--- config.mk ---
export PLATFORM = sky130hd
export DESIGN_NAME = hsv_color_classifier_flat
export DESIGN_NICKNAME = d
export VERILOG_FILES = /design/src/sv/hsvcc_pkg.sv /design/src/sv/hsvcc_pixel_if.sv /design/src/sv/hsvcc_class_if.sv /design/src/sv/hsvcc_extrema.sv /design/src/sv/hsvcc_hue.sv /design/src/sv/hsvcc_decide.sv /design/src/sv/hsv_color_classifier.sv /design/src/flat_wrapper.sv
export SDC_FILE = /design/constraint.sdc
export NUM_CORES = 1
export LEC_CHECK = 0
export ABC_AREA = 1
export BUFFER_PORTS_ARGS = -buffer_cell sky130_fd_sc_hd__buf_2
export CORE_AREA = 2 2 156 158
export CTS_CLUSTER_SIZE = 10
export DETAILED_ROUTE_END_ITERATION = 16
export DIE_AREA = 0 0 158 160
export GPL_TIMING_DRIVEN = 0
export PLACE_DENSITY = 0.79
export SLEW_MARGIN = 25
export SYNTH_ARGS = -nofsm -noshare
export SYNTH_HDL_FRONTEND = slang
export SYNTH_SLANG_ARGS = --single-unit
--- constraint.sdc ---
create_clock -name clk -period 7.6 [get_ports clk]
set_input_delay 0.38 -clock clk [delete_from_list [all_inputs] [get_ports clk]]
set_output_delay 0.38 -clock clk [all_outputs]
set_load 0.05 [all_outputs]
--- src/sv/hsvcc_pkg.sv ---
// Shared constants, codes and types of the HSV color classifier.
package hsvcc_pkg;

	localparam int CHANNEL_BITS = 8;
	localparam int PIXEL_BITS   = 24;

	// Hue limits in degrees, inclusive.
	localparam int HUE_YELLOW_LO = 39;
	localparam int HUE_YELLOW_HI = 70;
	localparam int HUE_BLUE_LO   = 200;
	localparam int HUE_BLUE_HI   = 275;
	localparam int HUE_ORANGE_LO = 7;
	localparam int HUE_ORANGE_HI = 28;
	localparam int HUE_WRAP      = 360;
	localparam int HUE_GREEN_BASE = 120;
	localparam int HUE_BLUE_BASE  = 240;
	localparam int HUE_SECTOR     = 60;

	typedef enum logic [1:0] {
		CLS_UNKNOWN = 2'd0,
		CLS_YELLOW  = 2'd1,
		CLS_BLUE    = 2'd2,
		CLS_ORANGE  = 2'd3
	} color_class_t;

	typedef enum logic [1:0] {
		SEC_RED   = 2'd0,
		SEC_GREEN = 2'd1,
		SEC_BLUE  = 2'd2
	} sector_t;

	// Saturation and value tests, already resolved per class.
	typedef struct packed {
		logic nonzero;    // delta above zero
		logic sat_hi;     // S >= 0.6
		logic sat_mid;    // S >= 0.5
		logic val_yellow; // V >= 0.4
		logic val_blue;   // V >= 0.15
		logic val_orange; // V >= 0.3
	} gate_t;

endpackage

--- src/sv/hsvcc_pixel_if.sv ---
// Valid/ready channel that carries one packed pixel.
interface hsvcc_pixel_if;
	logic                              valid;
	logic                              ready;
	logic [hsvcc_pkg::PIXEL_BITS-1:0]  pixel;

	modport source (output valid, output pixel, input ready);
	modport sink   (input valid, input pixel, output ready);
endinterface

--- src/sv/hsvcc_class_if.sv ---
// Valid/ready channel that carries one color class result.
interface hsvcc_class_if;
	logic       valid;
	logic       ready;
	logic [1:0] color_class;

	modport source (output valid, output color_class, input ready);
	modport sink   (input valid, input color_class, output ready);
endinterface

--- src/sv/hsvcc_extrema.sv ---
// Stage 1: channel split, max/min, delta, hue sector and sector difference.
module hsvcc_extrema #(
	parameter int CHANNEL_BITS = hsvcc_pkg::CHANNEL_BITS
) (
	input  logic                                   clk,
	input  logic                                   arst_n,
	input  logic                                   en,
	input  logic                                   valid_in,
	input  logic [hsvcc_pkg::PIXEL_BITS-1:0]       pixel,
	output logic                                   valid_s1,
	output logic [CHANNEL_BITS-1:0]                mx_s1,
	output logic [CHANNEL_BITS-1:0]                d_s1,
	output logic signed [CHANNEL_BITS:0]           diff_s1,
	output hsvcc_pkg::sector_t                     sector_s1
);
	localparam int W  = CHANNEL_BITS;
	localparam int PB = hsvcc_pkg::PIXEL_BITS;

	logic [3*W+PB-1:0]   px_wide;
	logic [3*W-1:0]      px;
	logic [W-1:0]        r, g, b, mx, mn;
	logic signed [W:0]   diff;
	hsvcc_pkg::sector_t  sector;

	// Missing high bits of red read as zero, extra pixel bits are dropped.
	assign px_wide = {{(3*W){1'b0}}, pixel};
	assign px      = px_wide[3*W-1:0];
	assign r = px[3*W-1:2*W];
	assign g = px[2*W-1:W];
	assign b = px[W-1:0];

	always_comb begin
		mn = r;
		if (g < mn) mn = g;
		if (b < mn) mn = b;
		// Ties go to red, then green.
		if (r >= g && r >= b) begin
			sector = hsvcc_pkg::SEC_RED;
			mx     = r;
			diff   = $signed({1'b0, g}) - $signed({1'b0, b});
		end else if (g >= b) begin
			sector = hsvcc_pkg::SEC_GREEN;
			mx     = g;
			diff   = $signed({1'b0, b}) - $signed({1'b0, r});
		end else begin
			sector = hsvcc_pkg::SEC_BLUE;
			mx     = b;
			diff   = $signed({1'b0, r}) - $signed({1'b0, g});
		end
	end

	always_ff @(posedge clk or negedge arst_n) begin
		if (!arst_n) begin
			valid_s1 <= 1'b0;
		end else if (en) begin
			valid_s1 <= valid_in;
		end
	end

	always_ff @(posedge clk) begin
		if (en) begin
			mx_s1     <= mx;
			d_s1      <= mx - mn;
			diff_s1   <= diff;
			sector_s1 <= sector;
		end
	end
endmodule

--- src/sv/hsvcc_hue.sv ---
// Stage 2: hue numerator over delta, saturation and value tests.
module hsvcc_hue #(
	parameter int CHANNEL_BITS = hsvcc_pkg::CHANNEL_BITS
) (
	input  logic                          clk,
	input  logic                          arst_n,
	input  logic                          en,
	input  logic                          valid_s1,
	input  logic [CHANNEL_BITS-1:0]       mx_s1,
	input  logic [CHANNEL_BITS-1:0]       d_s1,
	input  logic signed [CHANNEL_BITS:0]  diff_s1,
	input  hsvcc_pkg::sector_t            sector_s1,
	output logic                          valid_s2,
	output logic [CHANNEL_BITS+8:0]       hue_s2,
	output logic [CHANNEL_BITS-1:0]       d_s2,
	output hsvcc_pkg::gate_t              gate_s2
);
	localparam int W  = CHANNEL_BITS;
	localparam int HW = W + 9;
	localparam int SW = W + 4;
	localparam int VW = W + 7;
	localparam logic [VW-1:0] FULL = VW'((1 << W) - 1);

	localparam logic signed [HW:0] K_SECTOR = (HW+1)'(hsvcc_pkg::HUE_SECTOR);
	localparam logic signed [HW:0] K_GREEN  = (HW+1)'(hsvcc_pkg::HUE_GREEN_BASE);
	localparam logic signed [HW:0] K_BLUE   = (HW+1)'(hsvcc_pkg::HUE_BLUE_BASE);
	localparam logic signed [HW:0] K_WRAP   = (HW+1)'(hsvcc_pkg::HUE_WRAP);

	logic signed [HW:0] d_sx, diff_sx, base, h_raw, h_fix;
	logic [SW-1:0]      d_sw, mx_sw;
	logic [VW-1:0]      mx_vw;
	hsvcc_pkg::gate_t   gate;

	assign d_sx    = signed'((HW+1)'(d_s1));
	assign diff_sx = (HW+1)'(diff_s1);

	always_comb begin
		unique case (sector_s1)
			hsvcc_pkg::SEC_GREEN: base = K_GREEN * d_sx;
			hsvcc_pkg::SEC_BLUE:  base = K_BLUE * d_sx;
			default:              base = '0;
		endcase
		h_raw = base + K_SECTOR * diff_sx;
		// Wrap a negative red-sector hue into range.
		if (h_raw < 0) h_fix = h_raw + K_WRAP * d_sx;
		else           h_fix = h_raw;
	end

	assign d_sw  = SW'(d_s1);
	assign mx_sw = SW'(mx_s1);
	assign mx_vw = VW'(mx_s1);

	always_comb begin
		gate.nonzero    = (d_s1 != '0);
		gate.sat_hi     = (d_sw * SW'(10)) >= (mx_sw * SW'(6));
		gate.sat_mid    = (d_sw * SW'(2)) >= mx_sw;
		gate.val_yellow = (mx_vw * VW'(10)) >= (VW'(4) * FULL);
		gate.val_blue   = (mx_vw * VW'(100)) >= (VW'(15) * FULL);
		gate.val_orange = (mx_vw * VW'(10)) >= (VW'(3) * FULL);
	end

	always_ff @(posedge clk or negedge arst_n) begin
		if (!arst_n) begin
			valid_s2 <= 1'b0;
		end else if (en) begin
			valid_s2 <= valid_s1;
		end
	end

	always_ff @(posedge clk) begin
		if (en) begin
			hue_s2  <= h_fix[HW-1:0];
			d_s2    <= d_s1;
			gate_s2 <= gate;
		end
	end
endmodule

--- src/sv/hsvcc_decide.sv ---
// Stage 3: hue window checks against scaled limits and class priority.
module hsvcc_decide #(
	parameter int CHANNEL_BITS = hsvcc_pkg::CHANNEL_BITS
) (
	input  logic                          clk,
	input  logic                          arst_n,
	input  logic                          en,
	input  logic                          valid_s2,
	input  logic [CHANNEL_BITS+8:0]       hue_s2,
	input  logic [CHANNEL_BITS-1:0]       d_s2,
	input  hsvcc_pkg::gate_t              gate_s2,
	output logic                          valid_s3,
	output hsvcc_pkg::color_class_t       class_s3
);
	localparam int HW = CHANNEL_BITS + 9;

	logic [HW-1:0]           d_hw;
	logic                    in_yellow, in_blue, in_orange;
	hsvcc_pkg::color_class_t cls;

	function automatic logic hue_in(logic [HW-1:0] h, logic [HW-1:0] dd, int lo, int hi);
		logic [HW-1:0] lo_b, hi_b;
		lo_b = dd * HW'(lo);
		hi_b = dd * HW'(hi);
		return (h >= lo_b) && (h <= hi_b);
	endfunction

	assign d_hw = HW'(d_s2);

	assign in_yellow = hue_in(hue_s2, d_hw, hsvcc_pkg::HUE_YELLOW_LO, hsvcc_pkg::HUE_YELLOW_HI);
	assign in_blue   = hue_in(hue_s2, d_hw, hsvcc_pkg::HUE_BLUE_LO, hsvcc_pkg::HUE_BLUE_HI);
	assign in_orange = hue_in(hue_s2, d_hw, hsvcc_pkg::HUE_ORANGE_LO, hsvcc_pkg::HUE_ORANGE_HI);

	always_comb begin
		cls = hsvcc_pkg::CLS_UNKNOWN;
		if (gate_s2.nonzero) begin
			if (in_yellow && gate_s2.sat_hi && gate_s2.val_yellow)
				cls = hsvcc_pkg::CLS_YELLOW;
			else if (in_blue && gate_s2.sat_hi && gate_s2.val_blue)
				cls = hsvcc_pkg::CLS_BLUE;
			else if (in_orange && gate_s2.sat_mid && gate_s2.val_orange)
				cls = hsvcc_pkg::CLS_ORANGE;
		end
	end

	always_ff @(posedge clk or negedge arst_n) begin
		if (!arst_n) begin
			valid_s3 <= 1'b0;
		end else if (en) begin
			valid_s3 <= valid_s2;
		end
	end

	always_ff @(posedge clk) begin
		if (en) begin
			class_s3 <= cls;
		end
	end
endmodule

--- src/sv/hsv_color_classifier.sv ---
// Top level: three-stage pixel to color class pipeline with valid/ready channels.
// A taken pixel passes through the stage 1, stage 2 and stage 3 registers, the last being the
// output register; throughput: one per cycle while the output is taken.
// Each stage register moves when it is empty or the stage after it moves, so a
// stalled output still lets bubbles upstream fill; ready goes low only when all
// three stages hold an item and the output is not taken.
module hsv_color_classifier #(
	parameter int CHANNEL_BITS = hsvcc_pkg::CHANNEL_BITS
) (
	input  logic                 clk,
	input  logic                 arst_n,
	hsvcc_pixel_if.sink          pixel_ch,
	hsvcc_class_if.source        class_ch
);
	// Reset (arst_n low) clears the stage valid bits at once; data registers are not reset.
	localparam int W = CHANNEL_BITS;

	// Stage enables, driven from the output back.
	logic en1, en2, en3;

	// Stage 1: extrema and sector.
	logic                    valid_s1;
	logic [W-1:0]            mx_s1, d_s1;
	logic signed [W:0]       diff_s1;
	hsvcc_pkg::sector_t      sector_s1;

	// Stage 2: scaled hue and threshold gates.
	logic                    valid_s2;
	logic [W+8:0]            hue_s2;
	logic [W-1:0]            d_s2;
	hsvcc_pkg::gate_t        gate_s2;

	// Stage 3: final class, this is the output register.
	logic                    valid_s3;
	hsvcc_pkg::color_class_t class_s3;

	// A stage advances when it is empty or its successor advances.
	assign en3 = !valid_s3 || class_ch.ready;
	assign en2 = !valid_s2 || en3;
	assign en1 = !valid_s1 || en2;

	assign pixel_ch.ready       = en1;
	assign class_ch.valid       = valid_s3;
	assign class_ch.color_class = class_s3;

	hsvcc_extrema #(.CHANNEL_BITS(CHANNEL_BITS)) u_extrema (
		.clk       (clk),
		.arst_n    (arst_n),
		.en        (en1),
		.valid_in  (pixel_ch.valid),
		.pixel     (pixel_ch.pixel),
		.valid_s1  (valid_s1),
		.mx_s1     (mx_s1),
		.d_s1      (d_s1),
		.diff_s1   (diff_s1),
		.sector_s1 (sector_s1)
	);

	hsvcc_hue #(.CHANNEL_BITS(CHANNEL_BITS)) u_hue (
		.clk       (clk),
		.arst_n    (arst_n),
		.en        (en2),
		.valid_s1  (valid_s1),
		.mx_s1     (mx_s1),
		.d_s1      (d_s1),
		.diff_s1   (diff_s1),
		.sector_s1 (sector_s1),
		.valid_s2  (valid_s2),
		.hue_s2    (hue_s2),
		.d_s2      (d_s2),
		.gate_s2   (gate_s2)
	);

	hsvcc_decide #(.CHANNEL_BITS(CHANNEL_BITS)) u_decide (
		.clk       (clk),
		.arst_n    (arst_n),
		.en        (en3),
		.valid_s2  (valid_s2),
		.hue_s2    (hue_s2),
		.d_s2      (d_s2),
		.gate_s2   (gate_s2),
		.valid_s3  (valid_s3),
		.class_s3  (class_s3)
	);

	// Input backpressure only when the whole pipe is full and the output stalls.
	a_stall_only_when_full: assert property (@(posedge clk) disable iff (!arst_n)
		!pixel_ch.ready |-> (valid_s1 && valid_s2 && valid_s3 && !class_ch.ready))
		else $error("input stalled while the pipeline had room");

	// An item in stage 2 moves into the output register when the output is taken.
	a_s2_advances: assert property (@(posedge clk) disable iff (!arst_n)
		(valid_s3 && class_ch.ready && valid_s2) |=> valid_s3)
		else $error("stage 2 item lost on output handoff");

	// An accepted pixel occupies stage 1 on the next cycle.
	a_accept_lands: assert property (@(posedge clk) disable iff (!arst_n)
		(pixel_ch.valid && pixel_ch.ready) |=> valid_s1)
		else $error("accepted pixel did not enter stage 1");
endmodule

--- src/flat_wrapper.sv ---
// flat-port wrapper written by rule: the top's interface ports become plain ports
module hsv_color_classifier_flat 
#(
	parameter int CHANNEL_BITS = hsvcc_pkg::CHANNEL_BITS
)
  (clk, arst_n, pixel_ch_valid, pixel_ch_pixel, pixel_ch_ready, class_ch_valid, class_ch_color_class, class_ch_ready);
  hsvcc_pixel_if pixel_ch_i ();
  hsvcc_class_if class_ch_i ();
  input  logic clk;
  input  logic arst_n;
  input wire logic [$bits(pixel_ch_i.valid)-1:0] pixel_ch_valid;
  input wire logic [$bits(pixel_ch_i.pixel)-1:0] pixel_ch_pixel;
  output wire logic [$bits(pixel_ch_i.ready)-1:0] pixel_ch_ready;
  output wire logic [$bits(class_ch_i.valid)-1:0] class_ch_valid;
  output wire logic [$bits(class_ch_i.color_class)-1:0] class_ch_color_class;
  input wire logic [$bits(class_ch_i.ready)-1:0] class_ch_ready;
  assign pixel_ch_i.valid = pixel_ch_valid;
  assign pixel_ch_i.pixel = pixel_ch_pixel;
  assign pixel_ch_ready = pixel_ch_i.ready;
  assign class_ch_valid = class_ch_i.valid;
  assign class_ch_color_class = class_ch_i.color_class;
  assign class_ch_i.ready = class_ch_ready;
  hsv_color_classifier #(.CHANNEL_BITS(CHANNEL_BITS)) u_core (.clk(clk), .arst_n(arst_n), .pixel_ch(pixel_ch_i), .class_ch(class_ch_i));
endmodule
======== Word level (Yosys, flattened, before mapping) ========
Cells that the tools add are included.
word-level totals
  bits in registers ....................... 63
  output and inout bits ................... 4
operators by class
  multiplexer cells ....................... 12
  reductions and logical operators ........ 18
  $mul .................................... 14
  add/sub/neg operators ................... 6
  order comparisons ....................... 17
  eq/ne operators ......................... 2
  bitwise gates (word level) .............. 1
operator list
  operator                                                                        number
  8-bit by 3-bit multiplier with 11-bit output (second input constant)            4
  18-bit case mux with 2 select lines                                             1
  8-bit two-way mux                                                               4
  8-bit by 6-bit multiplier with 14-bit output (second input constant)            2
  8-bit by 8-bit subtractor with 9-bit output                                     3
  8-bit by 5-bit multiplier with 13-bit output (second input constant)            2
  8-bit >= comparator                                                             3
  4-bit by 8-bit multiplier with 12-bit output (first input constant)             2
  18-bit by 16-bit adder with 18-bit output                                       1
  18-bit by 1-bit less-than comparator with 1-bit output (second input constant)  1
  9-bit two-way mux                                                               2
  17-bit adder                                                                    1
  17-bit by 11-bit >= comparator with 1-bit output                                1
  17-bit by 16-bit >= comparator with 1-bit output                                1
  17-bit >= comparator                                                            1
  17-bit by 13-bit less-or-equal comparator with 1-bit output                     1
  17-bit by 15-bit less-or-equal comparator with 1-bit output                     1
  17-bit less-or-equal comparator                                                 1
  8-bit by 9-bit multiplier with 17-bit output (second input constant)            1
  17-bit two-way mux                                                              1
  8-bit less-than comparator                                                      2
  15-bit by 10-bit >= comparator with 1-bit output (second input constant)        1
  15-bit by 12-bit >= comparator with 1-bit output (second input constant)        1
  5-bit by 9-bit multiplier with 14-bit output (first input constant)             1
  16 further kinds                                                                31

======== Logic depth before layout (Yosys ltp) ========
  word-level depth ........................ 8
  gate-level depth with buffers ........... 39
  depth with buffers taken out ............ 38

======== By module ========
A second synthesis with hierarchy kept.
unflattened totals
  cells, all modules ...................... 1991
  area total of the unflattened synthesis .. 15378.5 sq um
modules (own cells, without submodules)
  module                area each (sq um)  instances  sequential area each (sq um)  cells an instance
  hsvcc_hue             7269.5             1          895.9                         919
  hsvcc_decide          5196.2             1          85.1                          717
  hsvcc_extrema         2894.0             1          835.8                         351
  hsv_color_classifier  18.8               1          0.0                           4

======== Worst setup path after synthesis ========
OpenSTA, ideal clock, no wires.
  kind .................................... flip-flop to flip-flop
  start ................................... reg u_core.u_extrema.d_s1[1]
  end ..................................... reg u_core.u_hue.hue_s2[16], data pin
  data required time ...................... 7351 ps
  path buffers ............................ 0
  stages on the path, launching flop included .. 33
  library setup time ...................... 249 ps
  arrival time ............................ 5105 ps
  path slack .............................. 2246 ps
  period minus slack after synthesis ...... 5354 ps
  cell sequence ........................... edfxtp_1 -> inv_1 -> fa_1 -> fa_1 -> inv_1 -> ha_1 -> a21oi_1 -> nand2_1 -> a21oi_1 -> nor2_1 -> nor2_1 -> xor2_1 -> inv_1 -> nand2_1 -> a21oi_1 -> ha_1 -> inv_1 -> o21ai_0 -> a211o_1 -> xor2_1 -> inv_1 -> ha_1 -> nand2_1 -> nor2_1 -> nand3_1 -> o2111a_1 -> o21ai_0 -> xor2_1 -> inv_1 -> nand2_1 -> nand2_1 -> nand2_1 -> inv_1
between the ends
  cells in the longest elaborated chain, start to end .. 5
  elaborated cells between the ends (all ways) .. 8
  classes of those cells .................. add/sub: 2; mul: 3; order compare: 1; mux: 2
ends and longest elaborated chain
  item                                                                                           RTL line                          RTL
  from (decl)                                                                                    hsvcc_extrema.sv:12               output logic [CHANNEL_BITS-1:0] d_s1,
  from (signal assigned)                                                                         hsvcc_extrema.sv:63               d_s1 <= mx - mn;
  4-bit by 8-bit multiplier with 12-bit output                                                   hsvcc_hue.sv:39, hsvcc_hue.sv:40
  18-bit case mux with 2 select lines                                                            hsvcc_hue.sv:38                   unique case (sector_s1)
  18-bit by 16-bit adder with 18-bit output                                                      hsvcc_hue.sv:43                   h_raw = base + K_SECTOR * diff_sx;
  17-bit adder / 18-bit by 1-bit less-than comparator with 1-bit output (equally long branches)  hsvcc_hue.sv:45                   if (h_raw < 0) h_fix = h_raw + K_WRAP * d_sx;
  17-bit two-way mux *                                                                           hsvcc_hue.sv:45
  via u_core.u_hue.h_fix[16]                                                                     hsvcc_hue.sv:29                   logic signed [HW:0] d_sx, diff_sx, base, h_raw, h_fix;
  to (signal assigned)                                                                           hsvcc_hue.sv:72                   hue_s2 <= h_fix[HW-1:0];
  to (decl)                                                                                      hsvcc_hue.sv:14                   output logic [CHANNEL_BITS+8:0] hue_s2,
The timed path passes the listed nets; every way through them passes the cells marked *.
A chain may end at the register's enable or synchronous reset.

======== Final worst setup path ========
Same ends and word-level chain as after synthesis.

==> impl_metrics.yaml <==
logic_synthesis:
  postSynthAreaPerCell_sq_um: 8.00
  synth_area_sq_mm: 0.0147
  yosysWarnings: 0
  netlist.area_leader.share: 0.306
  synth.area.top_cells: "ha_1, edfxtp_1, fa_1"
  seq_area_frac_synth: 0.124
  synth_cells: 1834
  yosysTopAreaCell: "ha_1"
  ys_types: 52
  syn-num-nets: 2302
  ys_ff_latch: 61
cells_and_area:
  multi_input_area_sq_mm: 0.0114
  layout_common_cells: "ha_1, inv_1, nand2_1"
  register_area_sq_mm: 0.00182
  syn_to_final_growth_pct: 5.68
  diodes: 0
  final_common_cell: "ha_1"
  final_layout_size_suffix_gt1_frac: 0.0563
  num-fill-cells: 2032
  nets: 2345
route:
  dr_wl_met3_mm: 1.18
  top_layer_used: "met4"
  viasPerCell: 5.57
  drtPass1Iterations: 6
  drc: 0
  wirelength_mm: 34.5
  routedWlPerCell_um: 15.6
  vias: 12300
  wl_met2_mm: 17.2
  met1_length_mm: 14.3
  first_iter_violations: 649
  ant_nets: 0
floorplan:
  die_w_um: 158
  die_h_um: 160
  dieArea_sq_mm: 0.0253
  io_pins: 32
  start_util: 0.616
  core_area_sq_mm: 0.0238
  num_rows: 57
grt:
  antenna_found_initial: 0
  gr-total-overflow: 0
  grt_pass1_wl_mm: 57.3
  grt_pass1_vias: 12500
  grt.total_usage: 0.281
  grt_max_degree: 30
sta:
  tns_ps: 0
  final-hold-violation-count: 0
  fmax_mhz: 161
  rsz0062_at_grt: "no"
  skew_ps: 8.25
  tightest_slew_ps: 750
  slew-limit-headroom: 0.498
  fin_crit_ps: 6190
  setup_viol_count_final: 0
  maxSlewViolCount: 0
  fin_crit_sh: 0.815
cts:
  clock-sinks: 61
  cts_tree: "done"
  cts.path.max_buffers: 2
  cts_buffers: 9
  h-tree-depth: 3
  postCtsHoldBufs: 1
  clk_pin_slew_worst_paths_ps: 50
  root_buffer: "clkbuf_16"
  cts_setup_buffers: 0
  post_cts_resized: 0
  clk_latency_ps: 350
min_path:
  min_path_type: "input port to flop"
critical_path:
  cp-end-kind: "flop"
  crit_required_ps: 7700
  max_stage_delay_ps: 720
  crit_path_max_fanout: 10
  slowest_stage: "edfxtp_1"
  cp_top_family: "adder cells"
  start_kind: "flop"
  critPathBufInv: 7
  cp_common_cell: "inv_1"
  critPathArrivalTime_ps: 6300
  crit_type: "flop to flop"
placement:
  gp_congestion: 0.975
  dpl.hpwl_mm: 29.4
  numPortBuffers: 31
run:
  drv_cap: 0
status:
  status: "finished clean"
[path summary, 6_finish.rpt]
path                                               start  cells after the start  slack, ps                        end
max in group asynchronous                         arst_n                      2       7130  u_core.u_extrema.valid_s1
worst min register to register     u_core.u_hue.valid_s2                      2        450   u_core.u_decide.valid_s3
worst max-delay path            u_core.u_extrema.d_s1[1]                     32       1410    u_core.u_hue.hue_s2[16]
worst min-delay path                      pixel_ch_valid                      3        220  u_core.u_extrema.valid_s1
min in group asynchronous                         arst_n                      2        370   u_core.u_decide.valid_s3
worst max register to register  u_core.u_extrema.d_s1[1]                     32       1410    u_core.u_hue.hue_s2[16]
[synthesized netlist by cell type (all sizes together)]
cell	count
nor2	94
o221ai	3
inv	362
a211oi	8
nor4	5
a211o	1
o21bai	24
o211ai	11
dfrtp	3
a21oi	164
ha	359
o21ai	94
o22ai	12
nor3b	2
o31a	1
a31o	6
buf	6
nand2	271
nand3	55
o2111ai	2
o2111a	1
xor2	90
o21a	4
edfxtp	58
or2	9
o31ai	3
a21boi	4
fa	81
nor3	11
nand3b	5
and2	1
a31oi	9
clkbuf	1
nand4	17
o311ai	2
a221oi	4
a21o	10
xnor2	41
[state kept, by name (all words and copies together), names as in the netlist]
name / count
u_core.u_hue.hue_s2: 15
u_core.u_extrema.diff_s1: 9
u_core.u_extrema.d_s1: 8
u_core.u_extrema.mx_s1: 8
u_core.u_hue.d_s2: 8
u_core.u_hue.gate_s2: 6
u_core.u_decide.class_s3: 2
u_core.u_extrema.sector_s1: 2
u_core.u_decide.valid_s3: 1
u_core.u_extrema.valid_s1: 1
u_core.u_hue.valid_s2: 1
[through the flow]
step	cells	area [sq um]	hold WS (ps)	utilization	setup WS [ps]
4_1_cts	2206	15500	220	0.651	1430
6_report	2206	15500	225	0.651	1410
5_1_grt	2206	15500	250	0.651	926
2_1_floorplan	1834	14700	84.4	-	2250
3_3_place_gp	2189	15200	180	0.640	1490
3_5_place_dp	2189	15200	182	0.640	1450
[final cells by class]
class | count | area share
clock buffers | 11 | 0.0150
inverters | 362 | 0.0878
clock inverters | 5 | 0.00177
repair buffers | 32 | 0.0106
plain buffers | 7 | 0.00339
multi-input cells | 1404 | 0.738
flip-flops and latches | 61 | 0.117
well taps | 324 | 0.0261
[cell families (layout without fill, tap and decap cells)]
logic type,count (synthesis),after routing,synth area share
AND/OR/NAND/NOR,470,470,0.139
adder cells (fa/ha/maj),440,440,0.417
XOR/XNOR,131,131,0.0782
flip-flops,61,61,0.124
buffers and inverters,369,417,0.0963
AO/OA/AOI/OAI,363,363,0.146
[metal layers]
metal  vias up  global-route usage
li1       6222                   -
met1      5661               0.325
met2       290               0.511
met3       116              0.0312
met4         0               0.137
met5         -                   0
[worst min-delay path: stages]
cell and delay, ps:
buf_2 70, inv_1 30, nand2_1 50
Power is not shown: default switching activity piles up to over one toggle a cycle in this logic, so the estimate is an artifact.
